<file path="src/rtl/imu_scale_and_bias_calibration_top_macros.svh">
// Assertion helpers for the IMU calibration block.
// Both expect clk and rst in scope.
`ifndef IMU_SCALE_AND_BIAS_CALIBRATION_TOP_MACROS_SVH
`define IMU_SCALE_AND_BIAS_CALIBRATION_TOP_MACROS_SVH

`ifndef ASSERT_OFF

`define AST_IMPL(name, pre, post) \
  name: assert property (@(posedge clk) disable iff (rst) (pre) |-> (post)) \
    else $error("imu_sbc: same-cycle check failed");

`define AST_NEXT(name, pre, post) \
  name: assert property (@(posedge clk) disable iff (rst) (pre) |=> (post)) \
    else $error("imu_sbc: next-cycle check failed");

`else

`define AST_IMPL(name, pre, post)

`define AST_NEXT(name, pre, post)

`endif

`endif

</file>
<file path="src/rtl/imu_sbc_pkg.sv">
`timescale 1ns / 1ps

package imu_sbc_pkg;

  localparam int AXES        = 6;
  localparam int ACCEL_AXES  = 3;
  localparam int AXIS_W      = $clog2(AXES);
  localparam int AXIS_AZ     = 2;

  localparam int RAW_W       = 16;
  localparam int RAW_IW      = $clog2(RAW_W);
  localparam int OUT_W       = 32;
  localparam int SUM_W       = 48;
  localparam int DIFF_W      = OUT_W + 2;   // scaled (at most 28b signed) minus offset
  localparam int WIDE_W      = DIFF_W + 1;  // room for the 1 g correction
  localparam int QM_W        = OUT_W + 1;   // quotient magnitude, clamped to this width
  localparam int MEAN_W      = QM_W + 1;
  localparam int KW          = $clog2(SUM_W);
  localparam int SH_W        = KW;
  localparam int IDX_W       = KW + 1;

  localparam int FRACTION_BITS = 16;
  localparam int ACC_SH_BASE   = 1 + FRACTION_BITS - (RAW_W - 1);
  localparam int GYR_SH_BASE   = 4 + FRACTION_BITS - (RAW_W - 1);

  localparam int CFG_W       = 16;
  localparam int CFG_IDX_W   = 2;
  localparam int ARANGE_W    = 2;
  localparam int GRANGE_W    = 3;

  localparam logic [CFG_IDX_W-1:0] CFG_ACCEL_RANGE = 2'd0;
  localparam logic [CFG_IDX_W-1:0] CFG_GYRO_RANGE  = 2'd1;
  localparam logic [CFG_IDX_W-1:0] CFG_CAL_SAMPLES = 2'd2;

  localparam logic [ARANGE_W-1:0] ACCEL_RANGE_RST = 2'd2;
  localparam logic [GRANGE_W-1:0] GYRO_RANGE_RST  = 3'd5;
  localparam logic [CFG_W-1:0]    CAL_SAMPLES_RST = 16'd100;

  localparam logic signed [WIDE_W-1:0] SAT_HI = WIDE_W'(2147483647);
  localparam logic signed [WIDE_W-1:0] SAT_LO = ~SAT_HI;
  localparam logic signed [WIDE_W-1:0] ONE_G  = WIDE_W'(1) << FRACTION_BITS;

  typedef enum logic [2:0] {
    ST_IDLE,
    ST_SHIFT,
    ST_FINISH,
    ST_DIV_START,
    ST_DIV_WAIT,
    ST_DIV_STORE
  } state_t;

  typedef struct packed {
    logic load;
    logic step;
    logic add_en;
    logic off_we;
    logic sum_clr;
  } lane_ctrl_t;

  typedef struct packed {
    logic busy;
    logic done;
  } div_stat_t;

  typedef struct packed {
    logic item_stall;
    logic step;
    logic finish_go;
    logic div_start;
    logic store;
  } ctl_t;

  function automatic logic signed [OUT_W-1:0] sat_out(input logic signed [WIDE_W-1:0] v);
    logic signed [OUT_W-1:0] r;
    if (v > SAT_HI) begin
      r = SAT_HI[OUT_W-1:0];
    end else if (v < SAT_LO) begin
      r = SAT_LO[OUT_W-1:0];
    end else begin
      r = v[OUT_W-1:0];
    end
    return r;
  endfunction

endpackage

</file>
<file path="src/rtl/imu_scale_and_bias_calibration_top.sv">
// A beat accepted in idle is shifted bit-serially through the six lanes, then loaded
// into the result register once that register is free; no new item is taken until then.
// A calibration item that ends a run also holds off new items for six serial divisions.
// The bit-serial lane pass and the shared serial divider set this timing.
// Reset (rst, synchronous) zeroes offsets, sums and the count and restores registers.
`timescale 1ns / 1ps
`include "imu_scale_and_bias_calibration_top_macros.svh"

module imu_scale_and_bias_calibration_top #(
  parameter int COUNT_BITS = 16
) (
  input  logic                                 clk,
  input  logic                                 rst,
  input  logic                                 cfg_we,
  input  logic [imu_sbc_pkg::CFG_IDX_W-1:0]    cfg_index,
  input  logic [imu_sbc_pkg::CFG_W-1:0]        cfg_data,
  input  logic                                 item_valid,
  output logic                                 item_stall,
  input  logic                                 operation,
  input  logic                                 sample_valid,
  input  logic signed [imu_sbc_pkg::RAW_W-1:0] accel_x_raw,
  input  logic signed [imu_sbc_pkg::RAW_W-1:0] accel_y_raw,
  input  logic signed [imu_sbc_pkg::RAW_W-1:0] accel_z_raw,
  input  logic signed [imu_sbc_pkg::RAW_W-1:0] gyro_x_raw,
  input  logic signed [imu_sbc_pkg::RAW_W-1:0] gyro_y_raw,
  input  logic signed [imu_sbc_pkg::RAW_W-1:0] gyro_z_raw,
  output logic                                 result_valid,
  input  logic                                 result_stall,
  output logic                                 result_ok,
  output logic signed [imu_sbc_pkg::OUT_W-1:0] accel_x_out,
  output logic signed [imu_sbc_pkg::OUT_W-1:0] accel_y_out,
  output logic signed [imu_sbc_pkg::OUT_W-1:0] accel_z_out,
  output logic signed [imu_sbc_pkg::OUT_W-1:0] gyro_x_out,
  output logic signed [imu_sbc_pkg::OUT_W-1:0] gyro_y_out,
  output logic signed [imu_sbc_pkg::OUT_W-1:0] gyro_z_out,
  output logic                                 calibration_done
);
  import imu_sbc_pkg::*;

  state_t                    state;
  state_t                    state_next;
  ctl_t                      ctl;

  logic [ARANGE_W-1:0]       accel_range;
  logic [GRANGE_W-1:0]       gyro_fs_sel;
  logic [CFG_W-1:0]          cal_samples;

  logic [COUNT_BITS-1:0]     count;
  logic [COUNT_BITS-1:0]     count_inc;
  logic [COUNT_BITS-1:0]     cmax;
  logic [COUNT_BITS-1:0]     target;
  logic                      done_now;

  logic                      op_q;
  logic                      ok_q;
  logic [KW-1:0]             bit_cnt;
  logic [AXIS_W-1:0]         axis;

  logic signed [SH_W-1:0]    sh_acc;
  logic signed [SH_W-1:0]    sh_gyr;
  logic signed [RAW_W-1:0]   raw_in [AXES];
  lane_ctrl_t                lane_ctrl [AXES];
  logic signed [DIFF_W-1:0]  diffs [AXES];
  logic signed [SUM_W-1:0]   sums [AXES];
  logic signed [OUT_W-1:0]   res_data [AXES];

  div_stat_t                 div_stat;
  logic signed [MEAN_W-1:0]  mean;
  logic signed [WIDE_W-1:0]  ofs_wide;
  logic signed [OUT_W-1:0]   ofs_sat;

  // configuration
  always_ff @(posedge clk) begin
    if (rst) begin
      accel_range <= ACCEL_RANGE_RST;
      gyro_fs_sel <= GYRO_RANGE_RST;
      cal_samples <= CAL_SAMPLES_RST;
    end else if (cfg_we) begin
      case (cfg_index)
        CFG_ACCEL_RANGE: accel_range <= cfg_data[ARANGE_W-1:0];
        CFG_GYRO_RANGE:  gyro_fs_sel <= cfg_data[GRANGE_W-1:0];
        CFG_CAL_SAMPLES: cal_samples <= cfg_data;
        default: ;
      endcase
    end
  end

  assign sh_acc = $signed({{(SH_W-ARANGE_W){1'b0}}, accel_range}) + SH_W'(ACC_SH_BASE);
  assign sh_gyr = $signed({{(SH_W-GRANGE_W){1'b0}}, gyro_fs_sel}) + SH_W'(GYR_SH_BASE);

  assign raw_in[0] = accel_x_raw;
  assign raw_in[1] = accel_y_raw;
  assign raw_in[2] = accel_z_raw;
  assign raw_in[3] = gyro_x_raw;
  assign raw_in[4] = gyro_y_raw;
  assign raw_in[5] = gyro_z_raw;

  // run length, zero taken as one, clamped to the counter range
  always_comb begin
    cmax = '1;
    if (cal_samples == '0) begin
      target = COUNT_BITS'(1);
    end else if (cal_samples > CFG_W'(cmax)) begin
      target = cmax;
    end else begin
      target = cal_samples[COUNT_BITS-1:0];
    end
    count_inc = count + 1'b1;
    done_now  = op_q && ((count_inc == '0) || (count_inc >= target));
  end

  // FSM outputs
  always_comb begin
    ctl            = '0;
    ctl.item_stall = 1'b1;
    case (state)
      ST_IDLE:      ctl.item_stall = 1'b0;
      ST_SHIFT:     ctl.step       = 1'b1;
      ST_FINISH:    ctl.finish_go  = !result_valid || !result_stall;
      ST_DIV_START: ctl.div_start  = 1'b1;
      ST_DIV_WAIT:  ;
      ST_DIV_STORE: ctl.store      = 1'b1;
      default: ;
    endcase
  end

  assign item_stall = ctl.item_stall;

  // FSM next state
  always_comb begin
    state_next = state;
    case (state)
      ST_IDLE: begin
        if (item_valid) state_next = ST_SHIFT;
      end
      ST_SHIFT: begin
        if (bit_cnt == KW'(SUM_W - 1)) state_next = ST_FINISH;
      end
      ST_FINISH: begin
        if (ctl.finish_go) state_next = done_now ? ST_DIV_START : ST_IDLE;
      end
      ST_DIV_START: state_next = ST_DIV_WAIT;
      ST_DIV_WAIT: begin
        if (div_stat.done) state_next = ST_DIV_STORE;
      end
      ST_DIV_STORE: begin
        state_next = (axis == AXIS_W'(AXES - 1)) ? ST_IDLE : ST_DIV_START;
      end
      default: state_next = ST_IDLE;
    endcase
  end

  always_ff @(posedge clk) begin
    if (rst) begin
      state        <= ST_IDLE;
      bit_cnt      <= '0;
      axis         <= '0;
      count        <= '0;
      op_q         <= 1'b0;
      ok_q         <= 1'b0;
      result_valid <= 1'b0;
    end else begin
      state <= state_next;
      if (state == ST_IDLE) begin
        bit_cnt <= '0;
        if (item_valid) begin
          op_q <= operation;
          ok_q <= sample_valid;
        end
      end else if (ctl.step) begin
        bit_cnt <= bit_cnt + 1'b1;
      end
      if (ctl.finish_go) begin
        axis <= '0;
        if (done_now) begin
          count <= '0;
        end else if (op_q) begin
          count <= count_inc;
        end
      end else if (ctl.store) begin
        axis <= axis + 1'b1;
      end
      if (ctl.finish_go) begin
        result_valid <= 1'b1;
      end else if (!result_stall) begin
        result_valid <= 1'b0;
      end
    end
  end

  // result register
  always_ff @(posedge clk) begin
    if (ctl.finish_go) begin
      result_ok        <= ok_q;
      calibration_done <= done_now;
      for (int i = 0; i < AXES; i++) begin
        res_data[i] <= ok_q ? sat_out(WIDE_W'(diffs[i])) : '0;
      end
    end
  end

  assign accel_x_out = res_data[0];
  assign accel_y_out = res_data[1];
  assign accel_z_out = res_data[2];
  assign gyro_x_out  = res_data[3];
  assign gyro_y_out  = res_data[4];
  assign gyro_z_out  = res_data[5];

  always_comb begin
    for (int i = 0; i < AXES; i++) begin
      lane_ctrl[i].load    = (state == ST_IDLE) && item_valid;
      lane_ctrl[i].step    = ctl.step;
      lane_ctrl[i].add_en  = op_q && ok_q;
      lane_ctrl[i].off_we  = ctl.store && (axis == AXIS_W'(i));
      lane_ctrl[i].sum_clr = ctl.store && (axis == AXIS_W'(i));
    end
  end

  for (genvar i = 0; i < AXES; i++) begin : g_lane
    imu_sbc_lane u_lane (
      .clk       (clk),
      .rst       (rst),
      .ctrl      (lane_ctrl[i]),
      .k         (bit_cnt),
      .sh        ((i < ACCEL_AXES) ? sh_acc : sh_gyr),
      .raw       (raw_in[i]),
      .off_wdata (ofs_sat),
      .diff      (diffs[i]),
      .sum       (sums[i])
    );
  end

  imu_sbc_div u_div (
    .clk      (clk),
    .rst      (rst),
    .start    (ctl.div_start),
    .dividend (sums[axis]),
    .divisor  (CFG_W'(target)),
    .stat     (div_stat),
    .mean     (mean)
  );

  // accel Z rests at 1 g, so its offset excludes gravity
  always_comb begin
    ofs_wide = WIDE_W'(mean);
    if (axis == AXIS_W'(AXIS_AZ)) begin
      ofs_wide = ofs_wide - ONE_G;
    end
    ofs_sat = sat_out(ofs_wide);
  end

  `AST_NEXT(a_accept_starts_pass, item_valid && !item_stall, (state == ST_SHIFT) && (bit_cnt == '0))
  `AST_IMPL(a_div_busy_in_wait, div_stat.busy, state == ST_DIV_WAIT)
  `AST_IMPL(a_store_after_div, state == ST_DIV_STORE, $past(div_stat.done))
  `AST_IMPL(a_invalid_zero, result_valid && !result_ok, (accel_x_out == '0) && (accel_y_out == '0) && (accel_z_out == '0) && (gyro_x_out == '0) && (gyro_y_out == '0) && (gyro_z_out == '0))

endmodule

</file>
<file path="src/rtl/imu_sbc_lane.sv">
`timescale 1ns / 1ps

// One axis, bit-serial LSB first. Offset and sum rotate through their
// shift registers once per pass; the corrected value builds up in diff.
module imu_sbc_lane (
  input  logic                                 clk,
  input  logic                                 rst,
  input  imu_sbc_pkg::lane_ctrl_t              ctrl,
  input  logic [imu_sbc_pkg::KW-1:0]           k,
  input  logic signed [imu_sbc_pkg::SH_W-1:0]  sh,
  input  logic signed [imu_sbc_pkg::RAW_W-1:0] raw,
  input  logic signed [imu_sbc_pkg::OUT_W-1:0] off_wdata,
  output logic signed [imu_sbc_pkg::DIFF_W-1:0] diff,
  output logic signed [imu_sbc_pkg::SUM_W-1:0] sum
);
  import imu_sbc_pkg::*;

  localparam logic signed [IDX_W-1:0] IDX_TOP = IDX_W'(RAW_W - 1);

  logic signed [RAW_W-1:0]  raw_q;
  logic signed [OUT_W-1:0]  off;
  logic signed [IDX_W-1:0]  idx;
  logic                     sbit;
  logic                     obit;
  logic                     dcarry;
  logic                     dcarry_next;
  logic                     d_cin;
  logic                     dbit;
  logic                     scarry;
  logic                     scarry_next;
  logic                     s_cin;
  logic                     abit;
  logic                     sum_bit;

  // bit k of raw scaled by 2^sh, sign extended, floor on right shifts
  always_comb begin
    idx = $signed({1'b0, k}) - $signed({sh[SH_W-1], sh});
    if (idx[IDX_W-1]) begin
      sbit = 1'b0;
    end else if (idx > IDX_TOP) begin
      sbit = raw_q[RAW_W-1];
    end else begin
      sbit = raw_q[idx[RAW_IW-1:0]];
    end
  end

  always_comb begin
    obit        = (k < KW'(OUT_W)) ? off[0] : off[OUT_W-1];
    d_cin       = (k == '0) ? 1'b1 : dcarry;
    dbit        = sbit ^ ~obit ^ d_cin;
    dcarry_next = (sbit & ~obit) | (sbit & d_cin) | (~obit & d_cin);
    abit        = sbit & ctrl.add_en;
    s_cin       = (k == '0) ? 1'b0 : scarry;
    sum_bit     = sum[0] ^ abit ^ s_cin;
    scarry_next = (sum[0] & abit) | (sum[0] & s_cin) | (abit & s_cin);
  end

  always_ff @(posedge clk) begin
    if (rst) begin
      off <= '0;
      sum <= '0;
    end else if (ctrl.off_we) begin
      off <= off_wdata;
      sum <= '0;
    end else if (ctrl.sum_clr) begin
      sum <= '0;
    end else if (ctrl.step) begin
      if (k < KW'(OUT_W)) begin
        off <= {off[0], off[OUT_W-1:1]};
      end
      sum <= {sum_bit, sum[SUM_W-1:1]};
    end
  end

  always_ff @(posedge clk) begin
    if (ctrl.load) begin
      raw_q <= raw;
    end
    if (ctrl.step) begin
      dcarry <= dcarry_next;
      scarry <= scarry_next;
      if (k < KW'(DIFF_W)) begin
        diff <= {dbit, diff[DIFF_W-1:1]};
      end
    end
  end

endmodule

</file>
<file path="src/rtl/imu_sbc_div.sv">
`timescale 1ns / 1ps

// Restoring divider, one quotient bit per cycle, truncates toward zero.
module imu_sbc_div (
  input  logic                                  clk,
  input  logic                                  rst,
  input  logic                                  start,
  input  logic signed [imu_sbc_pkg::SUM_W-1:0]  dividend,
  input  logic [imu_sbc_pkg::CFG_W-1:0]         divisor,
  output imu_sbc_pkg::div_stat_t                stat,
  output logic signed [imu_sbc_pkg::MEAN_W-1:0] mean
);
  import imu_sbc_pkg::*;

  logic [SUM_W-1:0]         qsr;
  logic [CFG_W-1:0]         rem;
  logic [CFG_W:0]           trial;
  logic [CFG_W:0]           trial_sub;
  logic                     fits;
  logic                     neg;
  logic                     big;
  logic [KW-1:0]            cnt;
  logic signed [MEAN_W-1:0] mag_s;

  always_comb begin
    trial     = {rem, qsr[SUM_W-1]};
    trial_sub = trial - {1'b0, divisor};
    fits      = trial >= {1'b0, divisor};
    // a quotient this large saturates downstream anyway
    big       = |qsr[SUM_W-1:QM_W];
    mag_s     = $signed({1'b0, big ? {QM_W{1'b1}} : qsr[QM_W-1:0]});
    mean      = neg ? -mag_s : mag_s;
  end

  always_ff @(posedge clk) begin
    if (rst) begin
      stat <= '0;
      cnt  <= '0;
    end else begin
      stat.done <= 1'b0;
      if (start) begin
        stat.busy <= 1'b1;
        cnt       <= '0;
      end else if (stat.busy) begin
        cnt <= cnt + 1'b1;
        if (cnt == KW'(SUM_W - 1)) begin
          stat.busy <= 1'b0;
          stat.done <= 1'b1;
        end
      end
    end
  end

  always_ff @(posedge clk) begin
    if (start) begin
      qsr <= dividend[SUM_W-1] ? -dividend : dividend;
      neg <= dividend[SUM_W-1];
      rem <= '0;
    end else if (stat.busy) begin
      qsr <= {qsr[SUM_W-2:0], fits};
      rem <= fits ? trial_sub[CFG_W-1:0] : trial[CFG_W-1:0];
    end
  end

endmodule

</file>
<file path="config.mk">
export PLATFORM = sky130hd
export DESIGN_NAME = imu_scale_and_bias_calibration_top
export DESIGN_NICKNAME = d
export VERILOG_FILES = /design/src/rtl/imu_sbc_pkg.sv /design/src/rtl/imu_scale_and_bias_calibration_top.sv /design/src/rtl/imu_sbc_lane.sv /design/src/rtl/imu_sbc_div.sv
export VERILOG_INCLUDE_DIRS = /design/src /design/src/rtl
export SDC_FILE = /design/constraint.sdc
export NUM_CORES = 2
export LEC_CHECK = 0
export ABC_AREA = 1
export BUFFER_PORTS_ARGS = -buffer_cell sky130_fd_sc_hd__buf_2
export CORE_ASPECT_RATIO = 2
export CORE_UTILIZATION = 45
export DETAILED_ROUTE_END_ITERATION = 8
export GPL_TIMING_DRIVEN = 0
export SLEW_MARGIN = 30
export SYNTH_ARGS = -nofsm -noshare
export SYNTH_HDL_FRONTEND = slang
export SYNTH_SLANG_ARGS = --single-unit
</file>
<file path="constraint.sdc">
create_clock -name clk -period 26.4 [get_ports clk]
set_input_delay 3.96 -clock clk [delete_from_list [all_inputs] [get_ports clk]]
set_output_delay 3.96 -clock clk [all_outputs]
set_load 0.02 [all_outputs]
</file>
==> flow_metrics.py <==
metrics = {
    "finish": {
        "drive_gt1_frac": 0.08877,
        "fillers": 11310,
        "fin_util": 0.5197,
        "syn_to_final_growth_pct": 14.42,
        "mostFrequentLayoutCell": "nand2_1",
        "final_cells": 8736,
        "final_nets": 7314,
        "final_cell_mix": "nand2_1 (1,649), inv_1 (1,212), dfxtp_1 (556)",
    },
    "synth": {
        "synth_top_cells_by_area": "edfxtp_1 (32%), dfxtp_1 (21%), nand2_1 (12%), inv_1 (8.6%), o21ai_0 (5.0%)",
        "synth_area_per_cell_um2": 7.918,
        "ys_dominant_reg_cell": "dfxtp_1",
        "syn_nets": 6872,
        "netlist.area_leader.share": 0.3150,
        "netlist-cell-type-count": 52,
        "async_flop_share": 0,
        "synth_area_um2": 52900,
        "yosysWarnings": 0,
        "yosysTopAreaCell": "edfxtp_1",
        "ys_ff_latch": 1111,
        "synth-edff-count": 555,
        "synthCells": 6681,
        "seq_area_frac_synth": 0.5254,
    },
    "global_route": {
        "grt_pass1_vias": 43940,
        "grt_overflow": 0,
        "antenna_found_initial": 6,
        "grt_usage": 0.2696,
        "grt_max_degree": 74,
        "grt_pass1_wl_um": 244500,
    },
    "clock_network": {
        "clock-sinks": 1111,
        "htreeDepth": 3,
        "worstSkewPairLatency_ns": 0.75,
        "post_cts_buffers": 0,
        "clockBufferDepth": 3,
        "cts_tree": "done",
        "cts-buffers-inserted": 100,
        "cts_root_buf": "clkbuf_16",
        "cts_resized": 0,
        "clk_pin_slew_ns": 0.07,
        "hold_buffers": 0,
    },
    "worst_hold_path": {
        "hold_depth": 0,
        "hold_class": "flop to flop",
        "min-delay-start": "g_lane[0].u_lane.diff[3]",
    },
    "critical_path": {
        "critPathCaptureType": "flop",
        "timing.rr.start": "axis[0]",
        "required_ns": 27.04,
        "worst-r2r-cell-count": 24,
        "path_max_fanout": 11,
        "startpoint": "axis[0]",
        "cp-start-kind": "flop",
        "crit_arrival_ns": 6.72,
        "critPathKind": "flop to flop",
    },
    "timing": {
        "min_period_over_period": 0.2304,
        "skew_ns": 0.04239,
        "worst_slew_pin_slew_ns": 1.081,
        "hold_violations": 0,
        "fmax_mhz": 164.4,
        "period_minus_slack_ns": 6.082,
        "slew_headroom": 0.2795,
        "finalWorstSetupSlack_ns": 20.32,
        "rsz0062_at_grt": "false",
        "fin_tns_setup_ns": 0,
        "drv_slew": 0,
        "setup_viol": 0,
    },
    "flow_run": {
        "drv_cap": 0,
    },
    "pwr": {
        "ir_drop_mv": 0.05999,
        "power_density_nw_per_um2": 81.55,
        "p_seq_frac": 0.449,
        "comb_power_share": 0.232,
        "p_int_mw": 3.280,
        "leakagePower_nw": 27.87,
        "switching_power_mw": 1.656,
        "swShare": 0.3355,
        "clkPwrFrac": 0.319,
    },
    "floorplan": {
        "initial_utilization": 0.4541,
        "top_level_ports": 317,
        "row_count": 177,
        "core_um2": 116500,
        "chipWidth_um": 244.5,
        "dieArea_um2": 119000,
        "dieHeight_um": 486.9,
    },
    "detailed_routing": {
        "routedWlPerCell_um": 18.46,
        "drtAntennaViolNets": 0,
        "drc": 0,
        "viasPerCell": 5.084,
        "vias": 44410,
        "drtIter0Drc": 2674,
        "drt_wl_total_um": 161300,
        "drt-pass1-iter-count": 6,
    },
    "placed_design": {
        "dpl.cell_count": 8542,
        "place_ws_ns": 19.72,
        "gp_congestion": 0.9716,
        "dp_hpwl_um": 124000,
        "port_buffers": 315,
    },
    "run_status": {
        "status": "completed",
    },
}
[final timing paths]
kind / endpoint / slack (ns)
worst max register to register: g_lane[4].u_lane.off[5] / 20.32
worst min register to register: g_lane[0].u_lane.diff[2] / 0.45
worst min-delay path: g_lane[0].u_lane.diff[2] / 0.45
worst max-delay path: g_lane[4].u_lane.off[5] / 20.32
[flip-flops by register name, summed over array words and instances (netlist names), 6 cells and up]
register              cells
res_data                192
g_lane.u_lane.diff      204
cal_samples              16
g_lane.u_lane.scarry      6
u_div.rem                16
u_div.cnt                 6
g_lane.u_lane.raw_q      96
u_div.qsr                48
bit_cnt                   6
g_lane.u_lane.off       192
g_lane.u_lane.sum       288
count                    16
g_lane.u_lane.dcarry      6
[worst max-delay path, stage by stage, from the launching register on]
cell and delay (ns):
dfxtp_1 0.34, buf_2 0.19, inv_1 0.19, buf_2 0.25
buf_2 0.28, buf_2 0.27, clkbuf_1 0.55, clkbuf_1 0.61
ha_1 0.30, nand2_1 0.22, inv_1 0.18, nand2_1 0.09
inv_1 0.06, nand3_1 0.13, nor2_2 0.26, nand3b_1 0.17
nor2_1 0.11, nand2_1 0.08, nand2_2 0.23, nand2_1 0.25
buf_4 0.26, nand2_1 0.41, nand3_1 0.32, nand2_1 0.14
inv_1 0.04
[Yosys cell counts (38+ instances only)]
cell / n
nand3_1: 333
nand2_1: 1649
buf_1: 38
dfxtp_1: 556
inv_1: 1213
buf_2: 38
nor2_1: 553
edfxtp_1: 555
o21ai_0: 532
ha_1: 55
xor2_1: 68
o211ai_1: 88
a21oi_1: 417
clkbuf_1: 264
[metal layers]
metal / share of wire / vias up / GRT usage
met5: 0.00014 / - / 0
met4: 0.083 / 4 / 0.2099
met3: 0.042 / 521 / 0.03439
met2: 0.54 / 1334 / 0.5230
met1: 0.34 / 20530 / 0.2493
li1: - / 22030 / -
[cell type report]
| cell class | instances | area (um2) | share of cell area |
|---|---|---|---|
| sequential | 1111 | 27800 | 0.4592 |
| multi-input combinational | 3976 | 18910 | 0.3125 |
| inverter | 1229 | 4619 | 0.07631 |
| clock buffer | 128 | 2760 | 0.04560 |
| timing repair buffer | 340 | 2125 | 0.03510 |
| tap | 1521 | 1903 | 0.03144 |
| buffer | 365 | 1637 | 0.02704 |
| clock inverter | 61 | 767.0 | 0.01267 |
| antenna | 5 | 12.51 | 0.0002067 |
[power groups by stage]
| stage | combinational [mW] | clock [mW] | sequential, mW |
|---|---|---|---|
| finish | 1.14 | 1.58 | 2.22 |
| global route | 1.24 | 1.67 | 2.24 |
| CTS | 1.15 | 1.61 | 2.22 |
| detailed placement | 1.15 | 0 | 2.25 |
| global placement | 1.07 | 0 | 2.35 |
| floorplan | 0.632 | 0 | 2.33 |
[logic make-up (layout without fill, tap and decap cells)]
family,Yosys count,after routing,synth area share
AND/OR/NAND/NOR,2661,2661,0.2033
XOR/XNOR,93,93,0.01540
flip-flops,1111,1111,0.5254
buffers and inverters,1594,2123,0.1180
AO/OA/AOI/OAI,1152,1152,0.1192
adder cells (fa/ha/maj),70,70,0.01868
other,0,5,0
[metrics by stage]
stage	cell area (um2)	hold slack, ns	total power [mW]
after floorplan	52900	0.4264	2.959
after global placement	56380	0.4321	3.424
after detailed placement	56990	0.4336	3.398
after CTS	60510	0.4441	4.974
after global routing	60530	0.4566	5.147
final	60530	0.4455	4.936
No activity file was read; power rests on OpenSTA's default activity.
